--- src/rtl/core/ind_pkg.sv ---
// Shared types, widths and codes for the inward normal detector.
package ind_pkg;

    // Field widths
    localparam int COORD_BITS = 24;
    localparam int NORM_BITS  = 14;
    localparam int EXT_BITS   = COORD_BITS + 1;
    localparam int SUM_W      = COORD_BITS + 2;
    localparam int NAXES      = 3;

    // Stream data widths, padded to whole bytes
    localparam int IN_FIELDS_W = NAXES * COORD_BITS + NAXES * NORM_BITS;
    localparam int IN_TDATA_W  = ((IN_FIELDS_W + 7) / 8) * 8;
    localparam int OUT_TDATA_W = 8;

    // Arithmetic widths of the back end
    localparam int MUL_W  = EXT_BITS;
    localparam int PROD_W = 2 * MUL_W;
    localparam int VOL_W  = 3 * MUL_W;
    localparam int PLN_W  = PROD_W + 9;

    // Queue geometry
    localparam int QDEPTH = 2;
    localparam int QPTR_W = $clog2(QDEPTH);
    localparam int QCNT_W = $clog2(QDEPTH + 1);

    typedef logic signed [COORD_BITS-1:0] coord_t;
    typedef logic signed [EXT_BITS-1:0]   ext_t;
    typedef logic signed [SUM_W-1:0]      sum_t;
    typedef logic signed [NORM_BITS-1:0]  norm_t;
    typedef logic [PROD_W-1:0]            prod_t;
    typedef logic [VOL_W-1:0]             vol_t;
    typedef logic [PLN_W-1:0]             pln_t;

    // Empty-box values
    localparam coord_t COORD_MAX_V = coord_t'((1 << (COORD_BITS - 1)) - 1);
    localparam coord_t COORD_MIN_V = coord_t'(1 << (COORD_BITS - 1));
    localparam ext_t   EXT_MAX_V   = ext_t'((1 << COORD_BITS) - 1);
    localparam ext_t   EXT_MIN_V   = ext_t'(1 << COORD_BITS);
    localparam sum_t   SUM_HI      = sum_t'((1 << COORD_BITS) - 1);
    localparam sum_t   SUM_LO      = -SUM_HI - sum_t'(1);

    // One finished mesh: plain and offset box extents
    typedef struct packed {
        logic [NAXES-1:0][EXT_BITS-1:0]   dq;
        logic [NAXES-1:0][COORD_BITS-1:0] dp;
    } ext_entry_t;

    // Queue status seen by both ends
    typedef struct packed {
        logic valid;
        logic full;
    } q_stat_t;

    typedef enum logic [1:0] {
        VERDICT_FLAT_MISMATCH = 2'd0,
        VERDICT_PLANAR        = 2'd1,
        VERDICT_VOL_KEPT      = 2'd2,
        VERDICT_FLIP          = 2'd3
    } verdict_t;

    typedef enum logic [1:0] {
        BK_IDLE,
        BK_MUL,
        BK_SUM,
        BK_CMP
    } bk_state_t;

    // Multiplier schedule, one product per step
    typedef logic [3:0] step_t;
    localparam step_t ST_SQ0 = 4'd0;
    localparam step_t ST_SQ1 = 4'd1;
    localparam step_t ST_SQ2 = 4'd2;
    localparam step_t ST_BC0 = 4'd3;
    localparam step_t ST_BC1 = 4'd4;
    localparam step_t ST_BC2 = 4'd5;
    localparam step_t ST_Q01 = 4'd6;
    localparam step_t ST_VPL = 4'd7;
    localparam step_t ST_VPH = 4'd8;
    localparam step_t ST_VQL = 4'd9;
    localparam step_t ST_VQH = 4'd10;
    localparam int    MUL_STEPS = 11;
    localparam step_t MUL_LAST  = ST_VQH;

endpackage

--- src/rtl/core/ind_front.sv ---
// Front end: per-vertex bounding box update and mesh snapshot.
module ind_front
(
    input  logic                          clk,
    input  logic                          rst_n,
    input  logic                          s_axis_tvalid,
    output logic                          s_axis_tready,
    input  logic [ind_pkg::IN_TDATA_W-1:0] s_axis_tdata,
    input  logic                          s_axis_tlast,
    input  ind_pkg::q_stat_t              q_stat,
    output logic                          q_push,
    output ind_pkg::ext_entry_t           q_wdata
);
    import ind_pkg::*;

    coord_t pmin_reg [NAXES];
    coord_t pmax_reg [NAXES];
    ext_t   omin_reg [NAXES];
    ext_t   omax_reg [NAXES];
    coord_t pmin_next [NAXES];
    coord_t pmax_next [NAXES];
    ext_t   omin_next [NAXES];
    ext_t   omax_next [NAXES];

    coord_t snap_pmin_reg [NAXES];
    coord_t snap_pmax_reg [NAXES];
    ext_t   snap_omin_reg [NAXES];
    ext_t   snap_omax_reg [NAXES];
    logic   snap_valid_reg;
    logic   snap_valid_next;

    coord_t pos [NAXES];
    norm_t  nrm [NAXES];
    sum_t   ofs_sum [NAXES];
    ext_t   ofs [NAXES];
    coord_t upd_pmin [NAXES];
    coord_t upd_pmax [NAXES];
    ext_t   upd_omin [NAXES];
    ext_t   upd_omax [NAXES];
    logic   accept;

    // Handshake: a new mesh end can be taken once the snapshot drains
    assign s_axis_tready = !snap_valid_reg || !q_stat.full;
    assign accept        = s_axis_tvalid && s_axis_tready;
    assign q_push        = snap_valid_reg && !q_stat.full;

    // Field unpack, saturated offset sum and min/max update per axis
    always_comb
    begin
        for (int i = 0; i < NAXES; i++)
        begin
            pos[i] = coord_t'(s_axis_tdata[i*COORD_BITS +: COORD_BITS]);
            nrm[i] = norm_t'(s_axis_tdata[NAXES*COORD_BITS + i*NORM_BITS +: NORM_BITS]);
            ofs_sum[i] = sum_t'(pos[i]) + sum_t'(nrm[i]);
            if (ofs_sum[i] > SUM_HI)
                ofs[i] = EXT_MAX_V;
            else if (ofs_sum[i] < SUM_LO)
                ofs[i] = EXT_MIN_V;
            else
                ofs[i] = ext_t'(ofs_sum[i]);
            upd_pmin[i] = (pos[i] < pmin_reg[i]) ? pos[i] : pmin_reg[i];
            upd_pmax[i] = (pos[i] > pmax_reg[i]) ? pos[i] : pmax_reg[i];
            upd_omin[i] = (ofs[i] < omin_reg[i]) ? ofs[i] : omin_reg[i];
            upd_omax[i] = (ofs[i] > omax_reg[i]) ? ofs[i] : omax_reg[i];
        end
    end

    // Box next state: the last vertex empties the boxes for the next mesh
    always_comb
    begin
        for (int i = 0; i < NAXES; i++)
        begin
            pmin_next[i] = pmin_reg[i];
            pmax_next[i] = pmax_reg[i];
            omin_next[i] = omin_reg[i];
            omax_next[i] = omax_reg[i];
            if (accept && s_axis_tlast)
            begin
                pmin_next[i] = COORD_MAX_V;
                pmax_next[i] = COORD_MIN_V;
                omin_next[i] = EXT_MAX_V;
                omax_next[i] = EXT_MIN_V;
            end
            else if (accept)
            begin
                pmin_next[i] = upd_pmin[i];
                pmax_next[i] = upd_pmax[i];
                omin_next[i] = upd_omin[i];
                omax_next[i] = upd_omax[i];
            end
        end
        snap_valid_next = (snap_valid_reg && !q_push) || (accept && s_axis_tlast);
    end

    // Extents of the finished mesh go to the queue
    always_comb
    begin
        for (int i = 0; i < NAXES; i++)
        begin
            q_wdata.dp[i] = snap_pmax_reg[i] - snap_pmin_reg[i];
            q_wdata.dq[i] = snap_omax_reg[i] - snap_omin_reg[i];
        end
    end

    // Box and control registers
    always_ff @(posedge clk or negedge rst_n)
    begin
        if (!rst_n)
        begin
            for (int i = 0; i < NAXES; i++)
            begin
                pmin_reg[i] <= COORD_MAX_V;
                pmax_reg[i] <= COORD_MIN_V;
                omin_reg[i] <= EXT_MAX_V;
                omax_reg[i] <= EXT_MIN_V;
            end
            snap_valid_reg <= 1'b0;
        end
        else
        begin
            for (int i = 0; i < NAXES; i++)
            begin
                pmin_reg[i] <= pmin_next[i];
                pmax_reg[i] <= pmax_next[i];
                omin_reg[i] <= omin_next[i];
                omax_reg[i] <= omax_next[i];
            end
            snap_valid_reg <= snap_valid_next;
        end
    end

    // Snapshot payload
    always_ff @(posedge clk)
    begin
        if (accept && s_axis_tlast)
        begin
            for (int i = 0; i < NAXES; i++)
            begin
                snap_pmin_reg[i] <= upd_pmin[i];
                snap_pmax_reg[i] <= upd_pmax[i];
                snap_omin_reg[i] <= upd_omin[i];
                snap_omax_reg[i] <= upd_omax[i];
            end
        end
    end

    // A held snapshot is never overwritten
    a_snap_hold: assert property (@(posedge clk) disable iff (!rst_n)
        (snap_valid_reg && q_stat.full) |-> !accept)
        else $error("mesh snapshot overwritten while queue full");

endmodule

--- src/rtl/core/ind_queue.sv ---
// Short queue of mesh extents between front and back end.
module ind_queue
(
    input  logic                clk,
    input  logic                rst_n,
    input  logic                push,
    input  ind_pkg::ext_entry_t wdata,
    input  logic                pop,
    output ind_pkg::q_stat_t    q_stat,
    output ind_pkg::ext_entry_t head
);
    import ind_pkg::*;

    ext_entry_t              mem_reg [QDEPTH];
    logic [QPTR_W-1:0]       wr_ptr_reg;
    logic [QPTR_W-1:0]       wr_ptr_next;
    logic [QPTR_W-1:0]       rd_ptr_reg;
    logic [QPTR_W-1:0]       rd_ptr_next;
    logic [QCNT_W-1:0]       count_reg;
    logic [QCNT_W-1:0]       count_next;

    assign q_stat.full  = (count_reg == QCNT_W'(QDEPTH));
    assign q_stat.valid = (count_reg != '0);
    assign head         = mem_reg[rd_ptr_reg];

    // Pointer and fill count update
    always_comb
    begin
        wr_ptr_next = push ? wr_ptr_reg + 1'b1 : wr_ptr_reg;
        rd_ptr_next = pop  ? rd_ptr_reg + 1'b1 : rd_ptr_reg;
        count_next  = count_reg + QCNT_W'(push) - QCNT_W'(pop);
    end

    always_ff @(posedge clk or negedge rst_n)
    begin
        if (!rst_n)
        begin
            wr_ptr_reg <= '0;
            rd_ptr_reg <= '0;
            count_reg  <= '0;
        end
        else
        begin
            wr_ptr_reg <= wr_ptr_next;
            rd_ptr_reg <= rd_ptr_next;
            count_reg  <= count_next;
        end
    end

    // Entry storage
    always_ff @(posedge clk)
    begin
        if (push)
            mem_reg[wr_ptr_reg] <= wdata;
    end

    a_no_overflow: assert property (@(posedge clk) disable iff (!rst_n)
        push |-> (count_reg != QCNT_W'(QDEPTH)) || pop)
        else $error("queue overflow");

    a_no_underflow: assert property (@(posedge clk) disable iff (!rst_n)
        pop |-> (count_reg != '0))
        else $error("queue underflow");

endmodule

--- src/rtl/core/ind_back.sv ---
// Back end: flatness, planarity and volume tests on one mesh, one product a cycle.
module ind_back
(
    input  logic                           clk,
    input  logic                           rst_n,
    input  ind_pkg::q_stat_t               q_stat,
    input  ind_pkg::ext_entry_t            q_head,
    output logic                           q_pop,
    output logic                           m_axis_tvalid,
    input  logic                           m_axis_tready,
    output logic [ind_pkg::OUT_TDATA_W-1:0] m_axis_tdata
);
    import ind_pkg::*;

    bk_state_t state_reg;
    bk_state_t state_next;
    step_t     step_reg;
    step_t     step_next;

    prod_t     prod_reg [MUL_STEPS];
    logic      planar_reg;
    logic      planar_next;
    vol_t      vp_reg;
    vol_t      vq_reg;
    vol_t      vp_next;
    vol_t      vq_next;
    verdict_t  verdict_reg;
    verdict_t  verdict_next;
    logic      out_valid_reg;
    logic      out_valid_next;

    logic [MUL_W-1:0] dp_w [NAXES];
    logic [MUL_W-1:0] dq_w [NAXES];
    logic [MUL_W-1:0] mul_a;
    logic [MUL_W-1:0] mul_b;
    prod_t            mul_p;
    pln_t             sq400 [NAXES];
    logic             flat_mis;

    logic mul_en;
    logic sum_en;
    logic out_load;
    logic out_free;

    assign out_free      = !out_valid_reg || m_axis_tready;
    assign m_axis_tvalid = out_valid_reg;
    assign m_axis_tdata  = OUT_TDATA_W'(verdict_reg);

    // Extents widened to the multiplier operand width
    always_comb
    begin
        for (int i = 0; i < NAXES; i++)
        begin
            dp_w[i] = MUL_W'(q_head.dp[i]);
            dq_w[i] = q_head.dq[i];
        end
    end

    // Operand select for the shared multiplier
    always_comb
    begin
        mul_a = '0;
        mul_b = '0;
        case (step_reg)
            ST_SQ0:  begin mul_a = dp_w[0]; mul_b = dp_w[0]; end
            ST_SQ1:  begin mul_a = dp_w[1]; mul_b = dp_w[1]; end
            ST_SQ2:  begin mul_a = dp_w[2]; mul_b = dp_w[2]; end
            ST_BC0:  begin mul_a = dp_w[1]; mul_b = dp_w[2]; end
            ST_BC1:  begin mul_a = dp_w[2]; mul_b = dp_w[0]; end
            ST_BC2:  begin mul_a = dp_w[0]; mul_b = dp_w[1]; end
            ST_Q01:  begin mul_a = dq_w[0]; mul_b = dq_w[1]; end
            ST_VPL:  begin mul_a = prod_reg[ST_BC2][MUL_W-1:0];      mul_b = dp_w[2]; end
            ST_VPH:  begin mul_a = prod_reg[ST_BC2][PROD_W-1:MUL_W]; mul_b = dp_w[2]; end
            ST_VQL:  begin mul_a = prod_reg[ST_Q01][MUL_W-1:0];      mul_b = dq_w[2]; end
            ST_VQH:  begin mul_a = prod_reg[ST_Q01][PROD_W-1:MUL_W]; mul_b = dq_w[2]; end
            default: begin mul_a = '0; mul_b = '0; end
        endcase
    end

    assign mul_p = mul_a * mul_b;

    // Planarity (400*a*a < b*c, 400 = 256+128+16) and volume assembly
    always_comb
    begin
        planar_next = 1'b0;
        for (int i = 0; i < NAXES; i++)
        begin
            sq400[i] = (PLN_W'(prod_reg[int'(ST_SQ0) + i]) << 8)
                     + (PLN_W'(prod_reg[int'(ST_SQ0) + i]) << 7)
                     + (PLN_W'(prod_reg[int'(ST_SQ0) + i]) << 4);
            planar_next = planar_next
                        || (sq400[i] < PLN_W'(prod_reg[int'(ST_BC0) + i]));
        end
        vp_next = (VOL_W'(prod_reg[ST_VPH]) << MUL_W) + VOL_W'(prod_reg[ST_VPL]);
        vq_next = (VOL_W'(prod_reg[ST_VQH]) << MUL_W) + VOL_W'(prod_reg[ST_VQL]);
    end

    // Verdict in priority order
    always_comb
    begin
        flat_mis = 1'b0;
        for (int i = 0; i < NAXES; i++)
            flat_mis = flat_mis || ((q_head.dp[i] != '0) != (q_head.dq[i] != '0));
        if (flat_mis)
            verdict_next = VERDICT_FLAT_MISMATCH;
        else if (planar_reg)
            verdict_next = VERDICT_PLANAR;
        else if (!(vq_reg < vp_reg))
            verdict_next = VERDICT_VOL_KEPT;
        else
            verdict_next = VERDICT_FLIP;
    end

    // Sequencer next state
    always_comb
    begin
        state_next = state_reg;
        case (state_reg)
            BK_IDLE:
                if (q_stat.valid)
                    state_next = BK_MUL;
            BK_MUL:
                if (step_reg == MUL_LAST)
                    state_next = BK_SUM;
            BK_SUM:
                state_next = BK_CMP;
            BK_CMP:
                if (out_free)
                    state_next = BK_IDLE;
            default:
                state_next = BK_IDLE;
        endcase
    end

    // Sequencer outputs
    always_comb
    begin
        mul_en   = 1'b0;
        sum_en   = 1'b0;
        out_load = 1'b0;
        case (state_reg)
            BK_MUL:  mul_en = 1'b1;
            BK_SUM:  sum_en = 1'b1;
            BK_CMP:  out_load = out_free;
            default: mul_en = 1'b0;
        endcase
        q_pop          = out_load;
        step_next      = (mul_en && step_reg != MUL_LAST) ? step_reg + 1'b1 : '0;
        out_valid_next = out_load || (out_valid_reg && !m_axis_tready);
    end

    // Control registers
    always_ff @(posedge clk or negedge rst_n)
    begin
        if (!rst_n)
        begin
            state_reg     <= BK_IDLE;
            step_reg      <= '0;
            out_valid_reg <= 1'b0;
        end
        else
        begin
            state_reg     <= state_next;
            step_reg      <= step_next;
            out_valid_reg <= out_valid_next;
        end
    end

    // Datapath registers
    always_ff @(posedge clk)
    begin
        if (mul_en)
            prod_reg[step_reg] <= mul_p;
        if (sum_en)
        begin
            planar_reg <= planar_next;
            vp_reg     <= vp_next;
            vq_reg     <= vq_next;
        end
        if (out_load)
            verdict_reg <= verdict_next;
    end

    a_head_present: assert property (@(posedge clk) disable iff (!rst_n)
        (state_reg != BK_IDLE) |-> q_stat.valid)
        else $error("back end running without a queued mesh");

    a_step_range: assert property (@(posedge clk) disable iff (!rst_n)
        (state_reg == BK_MUL) |-> (step_reg <= MUL_LAST))
        else $error("multiplier step out of schedule");

    a_result_origin: assert property (@(posedge clk) disable iff (!rst_n)
        $rose(m_axis_tvalid) |-> $past(state_reg == BK_CMP))
        else $error("result raised outside the compare step");

endmodule

--- src/rtl/core/inward_normal_detector_unit.sv ---
// Throughput: one vertex per cycle while s_axis_tready is high; the back end's shared
// 25x25 multiplier works on one mesh at a time, so short meshes back up through a
// 2-entry queue.
// Reset: rst_n (asynchronous, active low) empties both boxes, the queue and the
// sequencer; s_axis_tready is already high when reset is released.
module inward_normal_detector_unit
(
    input  logic                           clk,
    input  logic                           rst_n,
    input  logic                           s_axis_tvalid,
    output logic                           s_axis_tready,
    // pos_x, pos_y, pos_z, norm_x, norm_y, norm_z, zero pad
    input  logic [ind_pkg::IN_TDATA_W-1:0]  s_axis_tdata,
    // last_vertex
    input  logic                           s_axis_tlast,
    output logic                           m_axis_tvalid,
    input  logic                           m_axis_tready,
    // verdict, zero pad
    output logic [ind_pkg::OUT_TDATA_W-1:0] m_axis_tdata
);
    import ind_pkg::*;

    q_stat_t    q_stat;
    logic       q_push;
    logic       q_pop;
    ext_entry_t q_wdata;
    ext_entry_t q_head;

    // Vertex intake and box tracking
    ind_front u_front
    (
        .clk           (clk),
        .rst_n         (rst_n),
        .s_axis_tvalid (s_axis_tvalid),
        .s_axis_tready (s_axis_tready),
        .s_axis_tdata  (s_axis_tdata),
        .s_axis_tlast  (s_axis_tlast),
        .q_stat        (q_stat),
        .q_push        (q_push),
        .q_wdata       (q_wdata)
    );

    // Mesh extents queue
    ind_queue u_queue
    (
        .clk    (clk),
        .rst_n  (rst_n),
        .push   (q_push),
        .wdata  (q_wdata),
        .pop    (q_pop),
        .q_stat (q_stat),
        .head   (q_head)
    );

    // Verdict computation
    ind_back u_back
    (
        .clk           (clk),
        .rst_n         (rst_n),
        .q_stat        (q_stat),
        .q_head        (q_head),
        .q_pop         (q_pop),
        .m_axis_tvalid (m_axis_tvalid),
        .m_axis_tready (m_axis_tready),
        .m_axis_tdata  (m_axis_tdata)
    );

endmodule
--- config.mk ---
export PLATFORM = sky130hd
export DESIGN_NAME = inward_normal_detector_unit
export DESIGN_NICKNAME = d
export VERILOG_FILES = /design/src/rtl/core/ind_pkg.sv /design/src/rtl/core/ind_front.sv /design/src/rtl/core/ind_queue.sv /design/src/rtl/core/ind_back.sv /design/src/rtl/core/inward_normal_detector_unit.sv
export SDC_FILE = /design/constraint.sdc
export NUM_CORES = 2
export LEC_CHECK = 0
export BUFFER_PORTS_ARGS = -buffer_cell sky130_fd_sc_hd__buf_2
export CORE_ASPECT_RATIO = 0.8
export CORE_UTILIZATION = 45
export CTS_BUF_LIST = sky130_fd_sc_hd__clkbuf_2 sky130_fd_sc_hd__clkbuf_4 sky130_fd_sc_hd__clkbuf_8
export CTS_CLUSTER_DIAMETER = 150
export CTS_CLUSTER_SIZE = 30
export DETAILED_ROUTE_END_ITERATION = 6
export GPL_TIMING_DRIVEN = 0
export PLACE_DENSITY = 0.61
export SLEW_MARGIN = 0
export SYNTH_ARGS = -nofsm -noshare
export SYNTH_HDL_FRONTEND = slang
export SYNTH_SLANG_ARGS = --single-unit
--- constraint.sdc ---
create_clock -name clk -period 24.8 [get_ports clk]
set_input_delay 1.24 -clock clk [delete_from_list [all_inputs] [get_ports clk]]
set_output_delay 1.24 -clock clk [all_outputs]
set_load 0.02 [all_outputs]
# Yosys cells after proc, flatten, opt, wreduce, memory -nomap -nowiden
# Memories as Yosys holds them, arrays and structs flattened.
# Cells that the tools add are included.
# W data, S select, Z words.
[word_totals]
reg_bits = 459
ram_bits = 1138
inputBits = 125
output_inout_bits = 10
word_cells = 194
n_memories = 6
[op_classes]
n_addsub = 22
mul = 1
order_cmp = 22
eq_ne = 21
muxes = 60
reduce_logical = 38
[memory_table]
columns = ["name", "depth", "word_bits", "read_ports", "rd_clocked_by_memory_dff", "wr", "line", "text"]
rows = [
  ["u_back.prod_reg", 11, 50, 11, 0, 1, "ind_back.sv:20", "prod_t prod_reg [MUL_STEPS];"],
  ["u_queue.mem_reg", 2, 147, 1, 0, 1, "ind_queue.sv:14", "ext_entry_t mem_reg [QDEPTH];"],
  ["u_front.snap_omax_reg", 3, 25, 3, 0, 3, "ind_front.sv:28", "ext_t snap_omax_reg [NAXES];"],
  ["u_front.snap_omin_reg", 3, 25, 3, 0, 3, "ind_front.sv:27", "ext_t snap_omin_reg [NAXES];"],
  ["u_front.snap_pmax_reg", 3, 24, 3, 0, 3, "ind_front.sv:26", "coord_t snap_pmax_reg [NAXES];"],
  ["u_front.snap_pmin_reg", 3, 24, 3, 0, 3, "ind_front.sv:25", "coord_t snap_pmin_reg [NAXES];"],
]
[op_table]
columns = ["cell", "count"]
rows = [
  ["$mux W25", 24],
  ["$mux W24", 18],
  ["$pmux W25 S8", 1],
  ["$add A58 B57 Y59", 3],
  ["$add A59 B54 Y59", 3],
  ["$lt A59 B50 Y1", 3],
  ["$add A75 B50 Y75", 2],
  ["$pmux W25 S5", 1],
  ["$gt A26 B25 Y1 const B", 3],
  ["$lt A26 B25 Y1 const B", 3],
  ["$add A24 B14 Y25", 3],
  ["$gt A25 B25 Y1", 3],
  ["$lt A25 B25 Y1", 3],
  ["$lt A75 B75 Y1", 1],
  ["$reduce_bool A25 Y1", 3],
  ["$sub A25 B25 Y25", 3],
  ["$gt A24 B24 Y1", 3],
  ["$lt A24 B24 Y1", 3],
  ["$reduce_bool A24 Y1", 3],
  ["$sub A24 B24 Y24", 3],
  ["$mul A25 B25 Y50", 1],
  ["$eq A4 B3 Y1 const B", 4],
  ["$reduce_or A2 Y1", 7],
  ["$eq A4 B4 Y1 const B", 3],
  ["24 further kinds", 60],
]

# Logic depth before layout (Yosys ltp)
[logic_depth]
depth_word = 8
ltp_mapped = 40
depth_no_buf = 36

# Modules after synthesis
# A second synthesis with hierarchy kept.
[hier_totals]
cells_unflattened = 10846
hier_area_um2 = 115633.4
[by_module_without_submodules]
columns = ["mod", "n_inst", "cells_per_inst", "area_per_inst_um2", "seq_area_each_um2"]
rows = [
  ["ind_back", 1, 6056, 63377.0, 21285.4],
  ["ind_front", 1, 4318, 41413.5, 16394.5],
  ["ind_queue", 1, 472, 10842.9, 8928.6],
]

# Least setup slack after synthesis
# No wires, ideal clock.
[synth_path]
kind = "input -> register"
start = "in s_axis_tlast"
end = "mem u_front.snap_omax_reg[0][0] in the netlist's numbering (enable)"
setup_time_ns = 0.957
arrival_ns = 14.027
required_ns = 23.843
path_slack_ns = 9.817
stages = 4
path_buffers = 2
path_cell_list = "clkbuf_1 > inv_1 > clkbuf_1 > nor2_1"
[synth_lines]
columns = ["item", "line", "text"]
rows = [
  ["from (decl)", "inward_normal_detector_unit.sv:15", "input logic s_axis_tlast,"],
  ["to (decl)", "ind_front.sv:28", ""],
]

# Worst setup path in the final report
[layout_path]
start = "reg u_queue.rd_ptr_reg"
end = "mem u_back.prod_reg[8][42] in the netlist's numbering, data pin"
[layout_via]
elab_chain_len = 3
elab_cells_between_ends = 4
classes_between = "mul: 1; mux: 2; memory: 1"
[layout_lines]
columns = ["item", "line", "text"]
rows = [
  ["from (decl)", "ind_queue.sv:17", "logic [QPTR_W-1:0] rd_ptr_reg;"],
  ["from (signal assigned)", "ind_queue.sv:45", "rd_ptr_reg <= rd_ptr_next;"],
  ["$mem_v2 Z2 W147 (*)", "n/a", ""],
  ["$pmux W25 S8 / $pmux W25 S5 (equally long branches)", "ind_back.sv:64", "case (step_reg)"],
  ["$mul A25 B25 Y50 (*)", "ind_back.sv:80", "assign mul_p = mul_a * mul_b;"],
  ["via u_back.mul_p[42]", "ind_back.sv:36", "prod_t mul_p;"],
  ["to (decl)", "ind_back.sv:20", ""],
]
# Mark *: on every way through the listed nets, which the timed path passes. The rest lies on a longest branch.

==> flow_results.xml <==
<?xml version="1.0" encoding="UTF-8"?>
<metrics>
  <group name="clock_tree">
    <metric name="cts_setup_buffers" unit="">0</metric>
    <metric name="cts_buffer_depth" unit="">3</metric>
    <metric name="clk_transition_reported_paths" unit="ns">0.21</metric>
    <metric name="clock_insertion_delay_worst_skew" unit="ns">1.01</metric>
    <metric name="holdBufCountCts" unit="">0</metric>
    <metric name="htreeDepth" unit="">2</metric>
    <metric name="clk_root_buf" unit="">sky130_fd_sc_hd__clkbuf_8</metric>
    <metric name="cts.sinks" unit="">1597</metric>
    <metric name="cts_buffers" unit="">59</metric>
    <metric name="cts-resized-gates" unit="">0</metric>
    <metric name="cts_tree" unit="">built</metric>
  </group>
  <group name="cells_and_area">
    <metric name="layout-drive-gt1-share" unit="%">7.619</metric>
    <metric name="fin_nets" unit="">12620</metric>
    <metric name="flip_flop_count_of_the_largest_register_all_copies_and_words_added" unit="">550</metric>
    <metric name="syn_to_final_growth" unit="%">7.188</metric>
  </group>
  <group name="global_route">
    <metric name="global_route.usage.met2" unit="%">39.03</metric>
    <metric name="met3_usage" unit="%">4.419</metric>
    <metric name="number_of_antenna_violations_at_the_first_check_in_global_routing" unit="">26</metric>
    <metric name="global_route_total_overflow" unit="">0</metric>
    <metric name="first_global_vias" unit="">79250</metric>
    <metric name="grt_busiest_layer" unit="">met2</metric>
    <metric name="grt_max_degree" unit="">110</metric>
    <metric name="wire_length_of_the_first_global_routing_pass" unit="mm">492.1</metric>
    <metric name="groute.usage.overall" unit="%">25.64</metric>
    <metric name="groute.layer.met1.usage" unit="%">37.11</metric>
  </group>
  <group name="logic_synthesis">
    <metric name="synth_largest_area_cell" unit="">sky130_fd_sc_hd__edfxtp_1</metric>
    <metric name="netlist_area" unit="sq um">113400</metric>
    <metric name="seq_area_frac_synth" unit="%">41.11</metric>
    <metric name="synthArstFlopShare" unit="%">19.16</metric>
    <metric name="netlist_top_cells_area" unit="">sky130_fd_sc_hd__edfxtp_1, sky130_fd_sc_hd__ha_1, sky130_fd_sc_hd__fa_1</metric>
    <metric name="yosys_register_bits" unit="">1597</metric>
    <metric name="yosysWarningCount" unit="">0</metric>
    <metric name="synth_cells" unit="">10420</metric>
    <metric name="post_synth.cell_area_avg" unit="sq um">10.89</metric>
    <metric name="synth_top_area_share" unit="%">34.19</metric>
    <metric name="dominantRegCellSynth" unit="">sky130_fd_sc_hd__edfxtp_1</metric>
    <metric name="synth.lib_cells_used.distinct" unit="">86</metric>
    <metric name="synth_edf_count" unit="">1291</metric>
  </group>
  <group name="route">
    <metric name="drt_iter0_drcs" unit="">7397</metric>
    <metric name="wl_per_cell" unit="um">23.36</metric>
    <metric name="detailroute.via_count" unit="">80200</metric>
    <metric name="detailed_routing_iterations_pass_1" unit="">6</metric>
    <metric name="wl" unit="mm">328.6</metric>
    <metric name="ant_nets" unit="">0</metric>
    <metric name="drc_violations_left" unit="">0</metric>
    <metric name="detail_route.vias_per_cell" unit="">5.701</metric>
  </group>
  <group name="setup_path">
    <metric name="regToRegStartpoint" unit="">u_queue.rd_ptr_reg</metric>
    <metric name="cp.arrival" unit="ns">15.21</metric>
    <metric name="worst_setup_path_start_kind" unit="">flop</metric>
    <metric name="worst-r2r-setup-slack" unit="ns">10.02</metric>
    <metric name="end_of_the_worst_register_to_register_path" unit="">u_back.prod_reg[8][42]</metric>
    <metric name="critical-path-top-cell-by-count" unit="">sky130_fd_sc_hd__fa_1</metric>
    <metric name="cp_data_required_time" unit="ns">25.23</metric>
    <metric name="worst_r2r_path_depth" unit="">35</metric>
    <metric name="critical_path_class" unit="">reg -&gt; reg</metric>
    <metric name="end_kind" unit="">flop</metric>
    <metric name="cp_slowest_cell" unit="">sky130_fd_sc_hd__clkbuf_1</metric>
    <metric name="crit_path_max_fanout" unit="">11</metric>
    <metric name="cpPeakStageDelay" unit="ns">0.90</metric>
  </group>
  <group name="floorplan">
    <metric name="dieWidth" unit="um">563.2</metric>
    <metric name="core_area" unit="sq um">250100</metric>
    <metric name="area_of_the_die" unit="sq um">254000</metric>
    <metric name="ioPinCount" unit="">135</metric>
    <metric name="die_height" unit="um">451.0</metric>
    <metric name="initial_utilization" unit="%">45.33</metric>
    <metric name="num_rows" unit="">164</metric>
  </group>
  <group name="sta">
    <metric name="finalClockSkew" unit="ns">0.1127</metric>
    <metric name="timing_hold_violations_final" unit="">0</metric>
    <metric name="final-max-slew-violation-count" unit="">8</metric>
    <metric name="timing.fmax" unit="MHz">67.64</metric>
    <metric name="worst_slew_margin_rel" unit="%">-0.8450</metric>
    <metric name="post-route-min-period" unit="ns">14.78</metric>
    <metric name="setup_viol" unit="">0</metric>
    <metric name="final_worst_path_period_share" unit="%">59.61</metric>
    <metric name="rsz0062_at_grt" unit="">no</metric>
    <metric name="worst_tran_pin_value" unit="ns">1.503</metric>
    <metric name="fin_tns_setup" unit="ns">0</metric>
  </group>
  <group name="run">
    <metric name="max_cap_viols" unit="">2</metric>
  </group>
  <group name="placed_design">
    <metric name="detailed_place_hpwl" unit="mm">262.5</metric>
    <metric name="gp_congestion" unit="">1.033</metric>
    <metric name="numPortBuffers" unit="">121</metric>
  </group>
  <group name="outcome">
    <metric name="violations_in_the_final_reports" unit="">capacitance limit, slew limit</metric>
    <metric name="status" unit="">complete, but fails checks</metric>
  </group>
  <group name="hold_path">
    <metric name="hold_path_class" unit="">in -&gt; async</metric>
  </group>
</metrics>
==> metal layers <==
layer	up-vias	share of wire, %
li1	36840	-
met1	39960	45
met2	2890	43
met3	509	8.1
met4	2	3.6
met5	-	0.0061
==> cells in the final DEF (no fill, tap or decap), types with 126 or more instances in the layout <==
cell type                  instances
sky130_fd_sc_hd__inv_1          1489
sky130_fd_sc_hd__nor2_1          611
sky130_fd_sc_hd__mux2_2          193
sky130_fd_sc_hd__dfstp_2         147
sky130_fd_sc_hd__nand3_1         140
sky130_fd_sc_hd__xnor2_1         285
sky130_fd_sc_hd__a21o_1          290
sky130_fd_sc_hd__ha_1           1122
sky130_fd_sc_hd__buf_2           142
sky130_fd_sc_hd__nand2_1         840
sky130_fd_sc_hd__a22o_1          126
sky130_fd_sc_hd__clkbuf_1        244
sky130_fd_sc_hd__mux2i_1         137
sky130_fd_sc_hd__nor3_1          130
sky130_fd_sc_hd__edfxtp_1       1291
sky130_fd_sc_hd__a21oi_1         453
sky130_fd_sc_hd__o21ai_0         410
sky130_fd_sc_hd__fa_1            678
sky130_fd_sc_hd__dfrtp_1         159
==> how the worst max path moves through the flow <==
stage / start / end / slack (ns) / cells past startpoint
2_1_floorplan: s_axis_tlast / u_front.snap_omax_reg[0][0] / 9.82 / 4
3_3_place_gp: s_axis_tlast / u_front.snap_pmin_reg[0][10] / 2.24 / 4
3_5_place_dp: u_queue.rd_ptr_reg / u_back.prod_reg[0][42] / 10.20 / 35
4_1_cts: u_queue.rd_ptr_reg / u_back.prod_reg[9][42] / 10.03 / 35
5_1_grt: u_queue.rd_ptr_reg / u_back.prod_reg[9][42] / 9.57 / 35
6_report: u_queue.rd_ptr_reg / u_back.prod_reg[8][42] / 10.02 / 35
==> worst max-delay path, delay by kind of cell (launching register included) <==
family | cells | cell delay [ns]
AND/OR/NAND/NOR | 5 | 1.61
flip-flops | 1 | 0.38
multiplexers | 2 | 0.70
adder cells (fa/ha/maj) | 8 | 3.80
AO/OA/AOI/OAI | 8 | 3.29
buffers and inverters | 12 | 4.32
==> cell families after synthesis <==
group,after synthesis,synth area share (%)
DFF,1597,41.11
muxes,330,3.126
and+or+nand+nor,2435,9.996
other,1,0.003307
xor gates and xnor gates,442,3.414
buffers and inverters,1778,5.930
adders and majority gates,1801,24.36
AOI/OAI and AO/OA,2031,12.06
==> cells in the mapped netlist (57+ instances only) <==
master	number
sky130_fd_sc_hd__xnor2_1	311
sky130_fd_sc_hd__clkbuf_1	244
sky130_fd_sc_hd__nor2b_1	124
sky130_fd_sc_hd__xor2_1	131
sky130_fd_sc_hd__edfxtp_1	1291
sky130_fd_sc_hd__o21ai_0	411
sky130_fd_sc_hd__dfrtp_1	159
sky130_fd_sc_hd__nand3_1	140
sky130_fd_sc_hd__inv_1	1489
sky130_fd_sc_hd__nor4_1	63
sky130_fd_sc_hd__nand2b_1	100
sky130_fd_sc_hd__fa_1	678
sky130_fd_sc_hd__a21o_1	290
sky130_fd_sc_hd__mux2i_1	137
sky130_fd_sc_hd__a22o_1	126
sky130_fd_sc_hd__a211oi_1	57
sky130_fd_sc_hd__dfstp_2	147
sky130_fd_sc_hd__o21a_1	71
sky130_fd_sc_hd__and3_1	64
sky130_fd_sc_hd__nor3_1	145
sky130_fd_sc_hd__and2_1	87
sky130_fd_sc_hd__nand4_1	121
sky130_fd_sc_hd__ha_1	1123
sky130_fd_sc_hd__a21oi_1	455
sky130_fd_sc_hd__o22a_1	121
sky130_fd_sc_hd__nor2_1	623
sky130_fd_sc_hd__nand2_1	840
sky130_fd_sc_hd__mux2_2	193
==> per-stage QoR <==
step	worst slack, ns	hold slack, ns	std cells	area [sq um]	utilization, %
after detailed placement	10.20	0.4045	13950	120300	48.10
final	10.02	0.2174	14070	121500	48.59
after global routing	9.567	0.2500	14060	121500	48.58
after floorplan	9.817	0.4003	10420	113400	-
after global placement	2.235	0.4003	13860	118200	47.24
after CTS	10.03	0.1754	14060	121500	48.57
==> layout make-up <==
class | instances | area [sq um]
repair buffers | 215 | 2212
plain buffers | 289 | 1135
clock buffers | 98 | 1111
diodes | 10 | 25.02
clock inverters | 4 | 55.05
multi-input cells | 7045 | 60640
fillers | 22570 | 128600
flip-flops and latches | 1597 | 46610
inverters | 1489 | 5589
well taps | 3320 | 4154
Power is not shown: default switching activity piles up to over one toggle a cycle in this logic, so the estimate is an artifact.
